File: src/rtl/fifo_cpu_dispatcher_core_macros.svh
// Assertion macros shared by the dispatcher RTL.
`ifndef FIFO_CPU_DISPATCHER_CORE_MACROS_SVH
`define FIFO_CPU_DISPATCHER_CORE_MACROS_SVH

// Check a property on every clock edge outside reset.
`define FCD_ASSERT(lbl, prop, msg) \
	lbl: assert property (@(posedge clk) disable iff (!arst_n) (prop)) else $error(msg);

// Check that a condition is followed by another on the next edge.
`define FCD_ASSERT_NEXT(lbl, cond, nxt, msg) \
	lbl: assert property (@(posedge clk) disable iff (!arst_n) (cond) |=> (nxt)) else $error(msg);

`endif

File: src/rtl/fcd_pkg.sv
// Types, codes and constants of the CPU job dispatcher.
package fcd_pkg;

	localparam int DEF_MAX_CPUS    = 8;
	localparam int DEF_QUEUE_DEPTH = 64;
	localparam int TAG_W           = 16;
	localparam int CMD_DEPTH       = 2;
	localparam logic [3:0] CFG_RESET = 4'd8;

	localparam logic [1:0] FUNC_REQ   = 2'd0;
	localparam logic [1:0] FUNC_DONE  = 2'd1;
	localparam logic [1:0] FUNC_STATE = 2'd2;

	localparam logic [2:0] KIND_DISPATCH   = 3'd0;
	localparam logic [2:0] KIND_FORWARD    = 3'd1;
	localparam logic [2:0] KIND_SPEED_UP   = 3'd2;
	localparam logic [2:0] KIND_IDLE       = 3'd3;
	localparam logic [2:0] KIND_RESPONSE   = 3'd4;
	localparam logic [2:0] KIND_INDEX_ERR  = 3'd5;
	localparam logic [2:0] KIND_QUEUE_FULL = 3'd6;

	typedef struct packed {
		logic [1:0]       func;
		logic [TAG_W-1:0] job_tag;
		logic [3:0]       done_cpu;
	} in_item_t;

	typedef struct packed {
		logic [2:0]       kind;
		logic [2:0]       target_cpu;
		logic [TAG_W-1:0] out_tag;
		logic             last;
	} out_item_t;

	typedef enum logic [2:0] {
		COP_DISPATCH,
		COP_FULL,
		COP_FORWARD,
		COP_ERR,
		COP_SPEED,
		COP_IDLE
	} cop_t;

	typedef struct packed {
		cop_t             cop;
		logic [2:0]       cpu;
		logic [TAG_W-1:0] tag;
		logic [TAG_W-1:0] next_tag;
	} cmd_t;

endpackage

File: src/rtl/fifo_cpu_dispatcher_core.sv
// Top level of the first-idle-CPU job dispatcher with a wait queue.
//
//  channel | direction | handshake           | payload
//  --------+-----------+---------------------+---------------------------------
//  req     | in        | req_valid/req_stall | func, job_tag, done_cpu
//  rsp     | out       | rsp_valid/rsp_stall | kind, target_cpu, out_tag, last
//  cfg     | in        | cfg_we              | cfg_wdata = cpus_in_use
//
//  Front end handles an item in two states: F_IDLE captures it, F_EXEC runs
//  it against the idle mask and wait queue (the head tag is prefetched from
//  the wait store's registered read port during the capture cycle). It takes
//  no new item until F_EXEC ends; F_EXEC waits while the command queue is full.
//  Back end sends 1 to 3 results per command, one per cycle unless rsp_stall is set.
//  A two-entry command queue lets rsp_stall back up without halting the front
//  until that queue fills. Reset marks all CPUs idle, clears the pointers and
//  counts; the wait store needs no clearing pass.
module fifo_cpu_dispatcher_core import fcd_pkg::*; #(
	parameter int MAX_CPUS    = DEF_MAX_CPUS,
	parameter int QUEUE_DEPTH = DEF_QUEUE_DEPTH
) (
	input  logic       clk,
	input  logic       arst_n,
	input  logic       req_valid,
	output logic       req_stall,
	input  in_item_t   req,
	output logic       rsp_valid,
	input  logic       rsp_stall,
	output out_item_t  rsp,
	input  logic       cfg_we,
	input  logic [3:0] cfg_wdata
);

	// front to queue
	cmd_t push_cmd;
	logic cmd_push;
	logic cmd_full;
	// queue to back
	cmd_t head_cmd;
	logic cmd_pop;
	logic cmd_empty;

	// classify items and update the dispatch state
	fcd_front #(
		.MAX_CPUS   (MAX_CPUS),
		.QUEUE_DEPTH(QUEUE_DEPTH)
	) u_front (
		.clk      (clk),
		.arst_n   (arst_n),
		.req_valid(req_valid),
		.req_stall(req_stall),
		.req      (req),
		.cfg_we   (cfg_we),
		.cfg_wdata(cfg_wdata),
		.cmd      (push_cmd),
		.cmd_push (cmd_push),
		.cmd_full (cmd_full)
	);

	// decouple the two halves
	fcd_cmd_fifo u_cmd_fifo (
		.clk   (clk),
		.arst_n(arst_n),
		.push  (cmd_push),
		.wr_cmd(push_cmd),
		.full  (cmd_full),
		.pop   (cmd_pop),
		.rd_cmd(head_cmd),
		.empty (cmd_empty)
	);

	// expand commands into result items behind an output register
	fcd_back u_back (
		.clk      (clk),
		.arst_n   (arst_n),
		.cmd      (head_cmd),
		.cmd_empty(cmd_empty),
		.cmd_pop  (cmd_pop),
		.rsp_valid(rsp_valid),
		.rsp_stall(rsp_stall),
		.rsp      (rsp)
	);

endmodule

File: src/rtl/fcd_front.sv
// Front end: accepts items, owns the idle mask and wait queue, issues commands.
`include "fifo_cpu_dispatcher_core_macros.svh"

module fcd_front import fcd_pkg::*; #(
	parameter int MAX_CPUS    = DEF_MAX_CPUS,
	parameter int QUEUE_DEPTH = DEF_QUEUE_DEPTH
) (
	input  logic     clk,
	input  logic     arst_n,
	input  logic     req_valid,
	output logic     req_stall,
	input  in_item_t req,
	input  logic     cfg_we,
	input  logic [3:0] cfg_wdata,
	output cmd_t     cmd,
	output logic     cmd_push,
	input  logic     cmd_full
);

	localparam int CPU_W = (MAX_CPUS > 1) ? $clog2(MAX_CPUS) : 1;
	localparam int QW    = $clog2(QUEUE_DEPTH);
	localparam int CW    = $clog2(QUEUE_DEPTH + 1);

	typedef enum logic [1:0] {
		F_IDLE = 2'b01,
		F_EXEC = 2'b10
	} fstate_t;

	fstate_t             state_q;
	in_item_t            item_q;
	logic [3:0]          cpus_q;
	logic [MAX_CPUS-1:0] mask_q;
	logic [QW-1:0]       head_q;
	logic [QW-1:0]       tail_q;
	logic [CW-1:0]       count_q;
	logic [TAG_W-1:0]    mem [QUEUE_DEPTH];
	logic [TAG_W-1:0]    rd_q;

	logic [4:0]          n_eff;
	logic                found;
	logic [CPU_W-1:0]    idx;
	logic [CPU_W-1:0]    done_idx;
	logic                need_push;
	logic                advance;
	logic                do_enq;
	logic                do_deq;
	logic                do_clr_found;
	logic                do_clr_done;
	logic                do_set_done;

	assign req_stall = (state_q != F_IDLE);

	always_comb begin
		if (cpus_q == 4'd0) begin
			n_eff = 5'd1;
		end else if ({1'b0, cpus_q} > 5'(MAX_CPUS)) begin
			n_eff = 5'(MAX_CPUS);
		end else begin
			n_eff = {1'b0, cpus_q};
		end
	end

	// lowest-numbered idle CPU within the active count
	always_comb begin
		found = 1'b0;
		idx   = '0;
		for (int i = MAX_CPUS - 1; i >= 0; i--) begin
			if (mask_q[i] && (5'(i) < n_eff)) begin
				found = 1'b1;
				idx   = CPU_W'(i);
			end
		end
	end

	assign done_idx = CPU_W'(item_q.done_cpu);

	always_comb begin
		cmd          = '{cop: COP_FORWARD, cpu: 3'd0, tag: item_q.job_tag, next_tag: rd_q};
		need_push    = 1'b0;
		do_enq       = 1'b0;
		do_deq       = 1'b0;
		do_clr_found = 1'b0;
		do_clr_done  = 1'b0;
		do_set_done  = 1'b0;
		unique case (item_q.func)
			FUNC_REQ: begin
				if (found) begin
					cmd.cop      = COP_DISPATCH;
					cmd.cpu      = 3'(idx);
					need_push    = 1'b1;
					do_clr_found = 1'b1;
				end else if (count_q == CW'(QUEUE_DEPTH)) begin
					cmd.cop   = COP_FULL;
					need_push = 1'b1;
				end else begin
					do_enq = 1'b1;
				end
			end
			FUNC_DONE: begin
				need_push = 1'b1;
				cmd.cpu   = 3'(done_idx);
				if ({1'b0, item_q.done_cpu} >= n_eff) begin
					cmd.cop = COP_ERR;
					cmd.cpu = 3'd0;
				end else if (count_q != '0) begin
					cmd.cop     = COP_SPEED;
					do_deq      = 1'b1;
					do_clr_done = 1'b1;
				end else begin
					cmd.cop     = COP_IDLE;
					do_set_done = 1'b1;
				end
			end
			FUNC_STATE: begin
				cmd.cop   = COP_FORWARD;
				need_push = 1'b1;
			end
			default: begin
				need_push = 1'b0;
			end
		endcase
	end

	assign advance  = (state_q == F_EXEC) && (!need_push || !cmd_full);
	assign cmd_push = advance && need_push;

	always_ff @(posedge clk or negedge arst_n) begin
		if (!arst_n) begin
			state_q <= F_IDLE;
			cpus_q  <= CFG_RESET;
			mask_q  <= '1;
			head_q  <= '0;
			tail_q  <= '0;
			count_q <= '0;
		end else begin
			if (cfg_we) begin
				cpus_q <= cfg_wdata;
			end
			unique case (state_q)
				F_IDLE: begin
					if (req_valid) begin
						state_q <= F_EXEC;
					end
				end
				F_EXEC: begin
					if (advance) begin
						state_q <= F_IDLE;
						if (do_clr_found) begin
							mask_q[idx] <= 1'b0;
						end
						if (do_clr_done) begin
							mask_q[done_idx] <= 1'b0;
						end
						if (do_set_done) begin
							mask_q[done_idx] <= 1'b1;
						end
						if (do_enq) begin
							tail_q  <= (tail_q == QW'(QUEUE_DEPTH - 1)) ? '0 : tail_q + 1'b1;
							count_q <= count_q + 1'b1;
						end
						if (do_deq) begin
							head_q  <= (head_q == QW'(QUEUE_DEPTH - 1)) ? '0 : head_q + 1'b1;
							count_q <= count_q - 1'b1;
						end
					end
				end
				default: begin
					state_q <= F_IDLE;
				end
			endcase
		end
	end

	always_ff @(posedge clk) begin
		if (state_q == F_IDLE && req_valid) begin
			item_q <= req;
		end
	end

	// wait store: write the tail on enqueue, prefetch the head every cycle
	always_ff @(posedge clk) begin
		if (advance && do_enq) begin
			mem[tail_q] <= item_q.job_tag;
		end
		rd_q <= mem[head_q];
	end

	`FCD_ASSERT(a_count_bound, count_q <= CW'(QUEUE_DEPTH), "wait count beyond queue depth")
	`FCD_ASSERT(a_empty_ptrs, (count_q != '0) || (head_q == tail_q), "empty queue with split pointers")
	`FCD_ASSERT_NEXT(a_exec_done, advance, state_q == F_IDLE, "front did not return to idle")

endmodule

File: src/rtl/fcd_cmd_fifo.sv
// Short command queue between front and back end.
`include "fifo_cpu_dispatcher_core_macros.svh"

module fcd_cmd_fifo import fcd_pkg::*; (
	input  logic clk,
	input  logic arst_n,
	input  logic push,
	input  cmd_t wr_cmd,
	output logic full,
	input  logic pop,
	output cmd_t rd_cmd,
	output logic empty
);

	localparam int PW = $clog2(CMD_DEPTH);
	localparam int NW = $clog2(CMD_DEPTH + 1);

	cmd_t          slot_q [CMD_DEPTH];
	logic [PW-1:0] wr_q;
	logic [PW-1:0] rd_q;
	logic [NW-1:0] cnt_q;

	assign full   = (cnt_q == NW'(CMD_DEPTH));
	assign empty  = (cnt_q == '0);
	assign rd_cmd = slot_q[rd_q];

	always_ff @(posedge clk or negedge arst_n) begin
		if (!arst_n) begin
			wr_q  <= '0;
			rd_q  <= '0;
			cnt_q <= '0;
		end else begin
			if (push) begin
				wr_q <= (wr_q == PW'(CMD_DEPTH - 1)) ? '0 : wr_q + 1'b1;
			end
			if (pop) begin
				rd_q <= (rd_q == PW'(CMD_DEPTH - 1)) ? '0 : rd_q + 1'b1;
			end
			if (push && !pop) begin
				cnt_q <= cnt_q + 1'b1;
			end else if (pop && !push) begin
				cnt_q <= cnt_q - 1'b1;
			end
		end
	end

	always_ff @(posedge clk) begin
		if (push) begin
			slot_q[wr_q] <= wr_cmd;
		end
	end

	`FCD_ASSERT(a_no_overflow, !(push && full), "command pushed into full queue")

endmodule

File: src/rtl/fcd_back.sv
// Back end: expands each command into one to three result items.
`include "fifo_cpu_dispatcher_core_macros.svh"

module fcd_back import fcd_pkg::*; (
	input  logic      clk,
	input  logic      arst_n,
	input  cmd_t      cmd,
	input  logic      cmd_empty,
	output logic      cmd_pop,
	output logic      rsp_valid,
	input  logic      rsp_stall,
	output out_item_t rsp
);

	logic [1:0] step_q;
	logic       valid_q;
	out_item_t  out_q;
	out_item_t  res;
	out_item_t  resp_item;
	logic       load;

	assign resp_item = '{kind: KIND_RESPONSE, target_cpu: 3'd0, out_tag: cmd.tag, last: 1'b1};

	always_comb begin
		res = resp_item;
		unique case (cmd.cop)
			COP_DISPATCH: res = '{KIND_DISPATCH, cmd.cpu, cmd.tag, 1'b1};
			COP_FULL:     res = '{KIND_QUEUE_FULL, 3'd0, cmd.tag, 1'b1};
			COP_FORWARD:  res = '{KIND_FORWARD, 3'd0, cmd.tag, 1'b1};
			COP_ERR: begin
				if (step_q == 2'd0) res = '{KIND_INDEX_ERR, 3'd0, cmd.tag, 1'b0};
			end
			COP_SPEED: begin
				if (step_q == 2'd0) begin
					res = '{KIND_SPEED_UP, cmd.cpu, '0, 1'b0};
				end else if (step_q == 2'd1) begin
					res = '{KIND_DISPATCH, cmd.cpu, cmd.next_tag, 1'b0};
				end
			end
			COP_IDLE: begin
				if (step_q == 2'd0) res = '{KIND_IDLE, cmd.cpu, '0, 1'b0};
			end
			default: res = resp_item;
		endcase
	end

	assign load      = !cmd_empty && (!valid_q || !rsp_stall);
	assign cmd_pop   = load && res.last;
	assign rsp_valid = valid_q;
	assign rsp       = out_q;

	always_ff @(posedge clk or negedge arst_n) begin
		if (!arst_n) begin
			step_q  <= 2'd0;
			valid_q <= 1'b0;
		end else begin
			if (load) begin
				valid_q <= 1'b1;
				step_q  <= res.last ? 2'd0 : step_q + 2'd1;
			end else if (!rsp_stall) begin
				valid_q <= 1'b0;
			end
		end
	end

	always_ff @(posedge clk) begin
		if (load) begin
			out_q <= res;
		end
	end

	`FCD_ASSERT(a_step_has_cmd, (step_q == 2'd0) || !cmd_empty, "command left mid-expansion")

endmodule

File: config.mk
export PLATFORM = sky130hd
export DESIGN_NAME = fifo_cpu_dispatcher_core
export DESIGN_NICKNAME = d
export VERILOG_FILES = /design/src/rtl/fcd_pkg.sv /design/src/rtl/fifo_cpu_dispatcher_core.sv /design/src/rtl/fcd_front.sv /design/src/rtl/fcd_cmd_fifo.sv /design/src/rtl/fcd_back.sv
export VERILOG_INCLUDE_DIRS = /design/src /design/src/rtl
export SDC_FILE = /design/constraint.sdc
export NUM_CORES = 1
export LEC_CHECK = 0
export ABC_CLOCK_PERIOD_IN_PS = 9550
export BUFFER_PORTS_ARGS = -buffer_cell sky130_fd_sc_hd__buf_2
export CORE_AREA = 2 2 319 321
export CTS_BUF_LIST = sky130_fd_sc_hd__clkbuf_2 sky130_fd_sc_hd__clkbuf_4 sky130_fd_sc_hd__clkbuf_8
export DETAILED_ROUTE_END_ITERATION = 12
export DIE_AREA = 0 0 321 323
export GPL_TIMING_DRIVEN = 0
export SETUP_SLACK_MARGIN = 0.5
export SYNTH_ARGS = -nofsm -noshare
export SYNTH_HDL_FRONTEND = slang
export SYNTH_HIERARCHICAL = 1
export SYNTH_SLANG_ARGS = --single-unit
File: constraint.sdc
create_clock -name clk -period 9.55 [get_ports clk]
set_input_delay 0.4775 -clock clk [delete_from_list [all_inputs] [get_ports clk]]
set_output_delay 0.4775 -clock clk [all_outputs]
set_load 0.005 [all_outputs]
==> results.md, run 1 <==
Floorplanning:
- The die outline area is 0.104 sq mm.
- The cell row count is 117.
- The floorplan die height is 323 um.
- The top-level I/O count is 56.
- Once the floorplan was initialized, standard cells occupied 46.4% of the core.
- Measured along the x axis, the die boundary spans 321 um.
- The core area is 0.101 sq mm.

Yosys:
- Synthesis inferred 1201 register bits.
- The post-synthesis sequential area ratio is 76.5%.
- The mean area per synthesized cell is 22.1 sq um.
- The top cell type by area accounts for 73.6% of the synthesized area.
- The unique cell type count in the Yosys netlist is 76.
- Among all flip-flop cells after synthesis, the most frequent one is sky130_fd_sc_hd__edfxtp_1.
- The post-synth net total is 2165.
- The warning count from the yosys run is 6.
- By instance count, the leading cell after synthesis is sky130_fd_sc_hd__edfxtp_1.
- The share of synthesized flip-flops with an asynchronous set or reset is 3.33%.
- Yosys attributes the largest share of cell area to sky130_fd_sc_hd__edfxtp_1, sky130_fd_sc_hd__mux4_2, sky130_fd_sc_hd__dfrtp_1.
- The biggest area contributor in the post-synthesis netlist is sky130_fd_sc_hd__edfxtp_1.
- The number of flops mapped to enable cells by yosys is 1145.
- By count the netlist is led by sky130_fd_sc_hd__edfxtp_1, sky130_fd_sc_hd__mux4_2, sky130_fd_sc_hd__nor2_1.
- The number of cells produced by synthesis is 2115.
- The synthesized cell area is 0.0467 sq mm.

Setup path:
- Of all nets on the critical path, the largest fanout is 10.
- The worst setup path is launched from a register.
- STA puts the critical path data required time at 10.33 ns.
- The worst setup path is captured at a register.
- For the worst setup path, the data arrival time is 5.95 ns.
- The number of cells on the worst reg-to-reg path is 18.
- By startpoint and endpoint, the worst setup path is classified as register to register.

Clocking:
- The clock net in this run drives a total of 1201 sinks.
- CTS built an H-tree with a depth of 4.
- The post-CTS clock slew at the launch and capture registers of the worst setup and hold paths is 0.06 ns.
- The maximum root-to-sink buffer count is 3.
- In this run the clock root is driven by a sky130_fd_sc_hd__clkbuf_8.
- In this run, CTS created clock tree buffers numbering 193.
- The number of gates resized after CTS was 0.
- The TritonCTS clock tree is built.
- The worst-skew pair later-pin latency is 0.87 ns.

Cells and area:
- The layout has 7589 filler cells.
- The flip-flop and latch area is 0.0357 sq mm.
- The post-layout net count is 2541.
- The share of post-route cells with drive strength above 1 is 37.1%.
- The number of non-filler instances in the completed layout is 3959.
- The multi-input combinational cells in the finished layout cover a total of 0.0105 sq mm.
- From synthesis to final layout, the design area changed by 17.3%.

Timing:
- The tightest slew margin relative to the limit is 10.2%.
- Setup violations remaining at the end of the flow were counted as 0.
- The final count of hold timing violations is 0.
- The final critical path takes up 54.1% of the cycle.
- The minimum period implied by the final worst setup slack is 5.17 ns.
- Derived from the worst setup path, the maximum achievable clock frequency is 194 MHz.
- The final setup slack of the worst path is 4.38 ns.
- The count of pins over their slew limit is 0.
- Setup repair after global routing left no endpoint under its margin.
- At the pin with the least slew margin, the transition time is 1.35 ns.
- The clock skew after layout is 0.0382 ns.
- The total negative slack is 0 ns.

Route:
- In this run, the number of DRC markers left after iteration 0 of detailed routing was 2538.
- For this run, design rule violations remaining after detail routing come to 0.
- The first TritonRoute pass finished after 6 iterations.
- In the final routed layout, each cell accounts on average for 29.2 um.
- The total via count after detailed routing is 23.3k.
- Summed over all layers, the routed wires come to 116000 um.
- The count of nets left with antenna violations once routing finished came out at 0.
- In the routed layout, each cell is associated on average with a via count of 5.87.

Global route:
- The met2 track demand over resource is 38.3%.
- The global-route layer with the greatest usage is met2.
- The residual overflow from global routing is 0.
- The met3 layer usage reported by global route is 4.88%.
- Entering global routing, the biggest net connects 41 pins.
- The met1 track demand over resource is 29.4%.
- The via count of the first global-routing pass is 23.9k.
- The first global-routing pass estimated 166000 um of wire.
- The initial antenna violation count came to 6.
- In the global route stage, overall resource usage came out at 22.8%.

Run status:
- The run finished with clean final reports.

Power and ir drop:
- After layout, the design draws a total of 12600 uW.
- The static leakage is 0.0174 uW.
- The peak supply drop is 0.112 mV.
- For this design the ratio of total power to cell area is 231 mW/mm^2.

Flow run:
- The tool flagged a number of max-cap violations equal to 0.

Min path:
- The depth of the worst hold-timing path is 2.
- The min-delay analysis places its worst path in the category input port to register.

Placed design:
- The number of input and output port buffers inserted is 55.
- Once detailed placement completed, the half-perimeter wirelength came to 79000 um.
- The last weighted congestion value of the routability-driven placer is 0.867.
- The worst-case setup slack after placement is 4.41 ns.
- Once placement completed, the tool counted placed cells totaling 3574.
[cell type report]
class,instances,share of cell area (%)
Tap cell,1309,2.99
Clock inverter,71,0.735
Clock buffer,282,6.22
Timing Repair Buffer,181,4.52
Sequential cell,1201,65.2
Multi-Input combinational cell,773,19.1
Inverter,14,0.0959
Buffer,127,1.12
Antenna cell,1,0.00457
[sequential cells by signal, indices dropped and copies added, names as in the netlist, 2 cells and up]
signal	count
u_front/head_q	6
u_front/count_q	7
u_front/mask_q	8
u_front/item_q	3
u_front/cmd	16
u_cmd_fifo/slot_q	76
u_front/rd_q	16
u_front/state_q	2
u_back/step_q	2
u_front/cpus_q	4
u_back/rsp	23
u_front/done_idx	3
u_front/mem	1024
u_front/tail_q	6
u_cmd_fifo/cnt_q	2
[placed cells by master, fill, tap and decap left out, types with 6 or more instances in the layout]
master	netlist	routed
sky130_fd_sc_hd__a211oi_1	6	6
sky130_fd_sc_hd__a21oi_1	15	14
sky130_fd_sc_hd__a22o_2	16	16
sky130_fd_sc_hd__a22oi_1	23	23
sky130_fd_sc_hd__and2_1	7	6
sky130_fd_sc_hd__buf_1	15	15
sky130_fd_sc_hd__buf_16	0	36
sky130_fd_sc_hd__buf_2	24	79
sky130_fd_sc_hd__buf_4	18	18
sky130_fd_sc_hd__buf_8	1	57
sky130_fd_sc_hd__clkbuf_1	65	65
sky130_fd_sc_hd__clkbuf_4	0	76
sky130_fd_sc_hd__clkbuf_8	0	206
sky130_fd_sc_hd__clkinv_1	0	43
sky130_fd_sc_hd__clkinv_2	0	13
sky130_fd_sc_hd__dfrtp_1	30	30
sky130_fd_sc_hd__dfstp_2	10	10
sky130_fd_sc_hd__dfxtp_1	16	16
sky130_fd_sc_hd__dlygate4sd3_1	0	30
sky130_fd_sc_hd__edfxtp_1	1145	1145
sky130_fd_sc_hd__ha_1	18	18
sky130_fd_sc_hd__inv_1	14	14
sky130_fd_sc_hd__mux2_2	41	41
sky130_fd_sc_hd__mux2_4	10	10
sky130_fd_sc_hd__mux2i_1	7	7
sky130_fd_sc_hd__mux4_2	317	317
sky130_fd_sc_hd__nand2_1	43	43
sky130_fd_sc_hd__nand2b_1	11	11
sky130_fd_sc_hd__nand3_1	10	10
sky130_fd_sc_hd__nor2_1	89	33
sky130_fd_sc_hd__nor2_2	8	64
sky130_fd_sc_hd__nor2b_1	12	11
sky130_fd_sc_hd__nor3_1	9	9
sky130_fd_sc_hd__o21ai_0	30	30
sky130_fd_sc_hd__xnor2_1	6	6
sky130_fd_sc_hd__xor2_1	8	8
[through the flow]
stage | hold slack [ns] | cell area (sq um) | utilization (%)
finish | 0.336 | 54800 | 54.4
global route | 0.297 | 54800 | 54.4
CTS | 0.247 | 54800 | 54.4
detailed placement | 0.416 | 50700 | 50.3
global placement | 0.410 | 48600 | 48.3
floorplan | 0.182 | 46700 | -
[routing by layer]
| layer | wire length (um) | vias up | part of all wire [%] |
|---|---|---|---|
| li1 | - | 9640 | - |
| met1 | 44900 | 12400 | 39 |
| met2 | 58600 | 1058 | 51 |
| met3 | 8770 | 173 | 7.6 |
| met4 | 3490 | 0 | 3.0 |
| met5 | 0 | - | 0 |
[final timing paths]
kind                                            to              start  slack, ns
max                             u_front/count_q[6]  u_front/cpus_q[2]       4.38
min                            u_front/done_idx[0]             req[0]       0.34
max reg2reg                     u_front/count_q[6]  u_front/cpus_q[2]       4.38
min reg2reg                u_cmd_fifo/slot_q[0][0]    u_front/rd_q[0]       0.43
max in group asynchronous        u_front/cpus_q[0]             arst_n       8.48
min in group asynchronous         u_back/step_q[0]             arst_n       0.37
[critical path, stage by stage, from the launching register on]
cell,delay (ns)
sky130_fd_sc_hd__dfrtp_1,0.43
sky130_fd_sc_hd__clkbuf_1,0.38
sky130_fd_sc_hd__nor2_1,0.09
sky130_fd_sc_hd__nor2_1,0.10
sky130_fd_sc_hd__nor2_1,0.05
sky130_fd_sc_hd__ha_1,0.26
sky130_fd_sc_hd__nand2b_1,0.13
sky130_fd_sc_hd__a2111oi_0,0.97
sky130_fd_sc_hd__o21ai_0,0.35
sky130_fd_sc_hd__inv_1,0.14
sky130_fd_sc_hd__nand2_1,0.19
sky130_fd_sc_hd__inv_1,0.37
sky130_fd_sc_hd__ha_1,0.35
sky130_fd_sc_hd__a211oi_1,0.33
sky130_fd_sc_hd__o21bai_1,0.12
sky130_fd_sc_hd__a21oi_1,0.22
sky130_fd_sc_hd__nor3_1,0.08
sky130_fd_sc_hd__nor4b_1,0.35
sky130_fd_sc_hd__xor2_1,0.17
[cells by family (layout without fill, tap and decap cells)]
family / count (synthesis) / count (layout) / synth area share, %
mux: 375 / 375 / 16.7
buf+inv: 141 / 675 / 1.43
flops: 1201 / 1201 / 76.5
compound gates: 140 / 140 / 2.20
xor+xnor: 14 / 14 / 0.263
simple gates: 225 / 225 / 2.38
other cells: 0 / 1 / 0
fa+ha+maj: 19 / 19 / 0.525
[report_power, final]
group / internal [uW] / switching (uW) / leakage [uW]
sequential: 5980 / 98.0 / 0.0109
combinational: 1060 / 1200 / 0.00447
clock: 2320 / 1980 / 0.00203
total: 9360 / 3280 / 0.0174
[timing repair]
action / CTS / global route
setup buffers: 0 / 0
endpoints found under the hold margin: 59 / 0
hold buffers: 30 / 0
endpoints found under the setup margin: 0 / 0
No activity file was read; power rests on OpenSTA's default activity.
==> inputs of run 2 (changes only) <==
- ABC_CLOCK_PERIOD_IN_PS: 9550 -> 4250
- clock period: 9.55 -> 4.25 ns (I/O delays scaled with it)
==> run 2 against run 1 <==
- critical path depth down 11
- sequential share of layout area down 1.4 points
- critical path type unchanged
- die area unchanged
- non-clock buffer count up 46
- largest power group unchanged
- worst setup slack worse by 3.9 ns
- maximum frequency up 38%
- design area up 2.2%
- via count up 2.2%
- combinational power up 130%
- flip-flop and latch count unchanged
- global-route usage up 0.27 points
==> results.md, run 2 (same netlist as run 1, synthesis figures left out) <==
Run status:
- The run finished with clean final reports.

Flow run:
- The number of violations of the max-capacitance limit is 0 (unchanged).

Timing:
- The count of pins over their slew limit is 0 (unchanged).
- The share of the clock period used by the worst path after layout is 87.9% (+34 points).
- The final count of hold timing violations is 0 (unchanged).
- The setup violation total in the final timing report was 0 (unchanged).
- The hold slack is 0.0905 ns (-0.245 ns).
- The minimum period implied by the final worst setup slack is 3.74 ns (-1.43 ns).
- The clock skew after layout is 0.0475 ns (+0.00934 ns).
- The slew of the pin with the lowest slew margin is 1.19 ns (-0.161 ns).
- The tightest slew margin relative to the limit was 20.9% (+11 points).
- The maximum clock rate is 268 MHz (+38%).
- Setup repair after global routing could not meet its margin everywhere.

Cells and area:
- The synthesis-to-layout area growth is 19.9%.
- The filler cell count is 7471 (-1.6%).
- The total non-filler cell area in the finished layout came to 0.0560 sq mm (+2.2%).
- The share of post-route cells with drive strength above 1 was 40.1% (+3.0 points).
- The number of flip-flops under the largest register name is 1024 (unchanged).
- The commonest non-fill, non-tap cell in the layout is sky130_fd_sc_hd__edfxtp_1.
- The register ranked first by flip-flop count is u_front/mem.
- The post-layout net count is 2588 (+1.8%).
- In the layout the commonest cells are sky130_fd_sc_hd__edfxtp_1, sky130_fd_sc_hd__mux4_2, sky130_fd_sc_hd__clkbuf_8.

Placed design:
- The final HPWL from detailed placement was 78800 um (-0.22%).
- The placed cell area is 0.0508 sq mm (+0.18%).
- The last weighted congestion value of the routability-driven placer is 0.870 (+0.31%).
- The number of input and output port buffers inserted is 55 (unchanged).

Global route:
- The pin count of the biggest net entering global routing is 41 (unchanged).
- The via count of the first global-routing pass is 24.4k (+2.1%).
- The wire length of the first global-routing pass is 169000 um (+1.6%).
- The initial antenna violation count was 5 (-1).
- The all-layer global routing usage came to 23.0% (+0.27 points).
- The residual overflow from global routing is 0 (unchanged).

Setup path:
- The critical path arrival is 4.43 ns (-1.52 ns).
- Walking the worst path, the cells encountered are clkbuf_1 -> clkbuf_2 -> clkbuf_1 -> mux4_2 -> mux4_2 -> a22oi_1 -> nand2_1.
- On the critical path, the stage with the largest delay is an instance of sky130_fd_sc_hd__clkbuf_1.
- Broken down by cell family, the worst path's largest delay share belongs to buffers and inverters.
- The endpoint class of the critical path is a register.
- The number of buffer and inverter stages on the critical path is 3 (unchanged).
- The maximum fanout encountered on the critical timing path is 10 (unchanged).
- The worst stage delay on the critical path is 0.64 ns (-0.33 ns).
- The critical path data required time is 4.94 ns (-5.39 ns).
- The element type at the critical path start is a register.
- The kind of critical path is register to register.

Floorplanning:
- The die outline area is 0.104 sq mm (unchanged).
- The starting utilization of the core area came to 46.4% (unchanged).
- The floorplan die height is 323 um (unchanged).
- The cell row count was 117 (unchanged).
- The core area is 0.101 sq mm (unchanged).
- The overall die width is 321 um (unchanged).
- The top-level I/O count came to 56 (unchanged).

Clocking:
- The post-CTS clock slew at the launch and capture registers of the worst setup and hold paths is 0.06 ns (about the same).
- The tree is rooted in a sky130_fd_sc_hd__clkbuf_8.
- The maximum root-to-sink buffer count came to 3 (unchanged).
- The worst-skew pair later-pin latency is 0.86 ns (about the same).
- The sink count of the clock tree is 1201 (unchanged).
- The CTS buffer count is 193 (unchanged).
- The H-tree depth came to 4 (unchanged).
- TritonCTS built the clock tree.

Route:
- The amount of wire on met3 after detailed routing is 9590 um (+9.3%).
- The first-pass iteration count of the detailed router is 7 (+1).
- The amount of wire on met2 after detailed routing was 60000 um (+2.3%).
- The DRC violation total after the first TritonRoute iteration is 2189 (-14%).
- The number of antenna-violating nets in the routed design is 0 (unchanged).
- The DRC violation count after routing is 0 (unchanged).
- The per-cell via count in the routed design came to 5.93 (+0.89%).
- The routed length per instance is 29.4 um (+0.68%).
- The sum of routed wire segments on met1 is 44700 um (-0.45%).
- The total via count after detailed routing is 23.8k (+2.2%).
- In this run the top signal layer used is met4.
- The routed wire length came to 118000 um (+2.0%).

Min path:
- The type of the worst min-delay path is input port to register.

Power and ir drop:
- The total design power is 28600 uW (+130%).
- The peak supply drop is 0.329 mV (+190%).
- The power density over cell area is 511 mW/mm^2 (+120%).
- The static leakage is 0.0179 uW (+2.7%).
run 2: stage by stage:
stage | util, % | TNS, ns | std cells | setup WS, ns
finish | 55.6 | 0 | 4011 | 0.513
global route | 55.6 | 0 | 4009 | 0.340
CTS | 55.5 | 0 | 4006 | 0.314
detailed placement | 50.4 | -80.64 | 3574 | -0.564
global placement | 48.3 | -640.70 | 3479 | -0.833
floorplan | - | 0 | 2115 | 0.533
run 2: report_power, final:
| group | internal (uW) | leakage [uW] | switching, uW |
|---|---|---|---|
| Sequential | 13400 | 0.0109 | 217 |
| Clock | 5180 | 0.00201 | 4530 |
| Combinational | 2440 | 0.00495 | 2820 |
| Total | 21100 | 0.0179 | 7560 |
run 2: worst register-to-register path, stage by stage (launching register included):
cell and delay (ns):
sky130_fd_sc_hd__dfrtp_1 0.36, sky130_fd_sc_hd__clkbuf_1 0.41, sky130_fd_sc_hd__clkbuf_2 0.54, sky130_fd_sc_hd__clkbuf_1 0.65, sky130_fd_sc_hd__mux4_2 0.42, sky130_fd_sc_hd__mux4_2 0.54
sky130_fd_sc_hd__a22oi_1 0.54, sky130_fd_sc_hd__nand2_1 0.15
run 2: worst paths after layout:
kind | slack [ns] | end | startpoint | depth (start not counted)
worst max-delay path | 0.51 | u_front/rd_q[11] | u_front/head_q[1] | 7
worst min-delay path | 0.09 | u_front/cmd[28] | req[16] | 2
worst max register to register | 0.51 | u_front/rd_q[11] | u_front/head_q[1] | 7
worst min register to register | 0.43 | u_cmd_fifo/slot_q[1][6] | u_front/rd_q[6] | 0
max in group asynchronous | 3.44 | u_front/head_q[1] | arst_n | 2
min in group asynchronous | 0.12 | u_back/step_q[1] | arst_n | 2
run 2: cell type report:
type                    instances  area, sq um  share of cell area [%]
clock buffers                 268         3280                    5.85
well taps                    1309         1640                    2.92
repair buffers                227         3150                    5.62
flip-flops and latches       1201        35700                    63.8
diodes                          3         7.51                  0.0134
inverters                      14         57.6                   0.103
clock inverters                88          531                   0.947
multi-input cells             774        10900                    19.5
plain buffers                 127          728                    1.30
run 2: what timing repair did:
| action | in CTS | in global routing |
|---|---|---|
| cloned | 0 | 1 |
| gates resized for setup | 128 | 48 |
| endpoints found under the hold margin | 77 | 0 |
| pin swaps | 32 | 3 |
| setup endpoints to repair | 1041 | 694 |
| hold buffers | 32 | 0 |
| setup buffers | 44 | 1 |
run 2: metal layers:
metal / GRT usage [%] / vias up
met3: 4.65 / 228
met1: 29.7 / 12600
li1: - / 9773
met5: 0 / -
met2: 39.0 / 1122
met4: 8.23 / 0
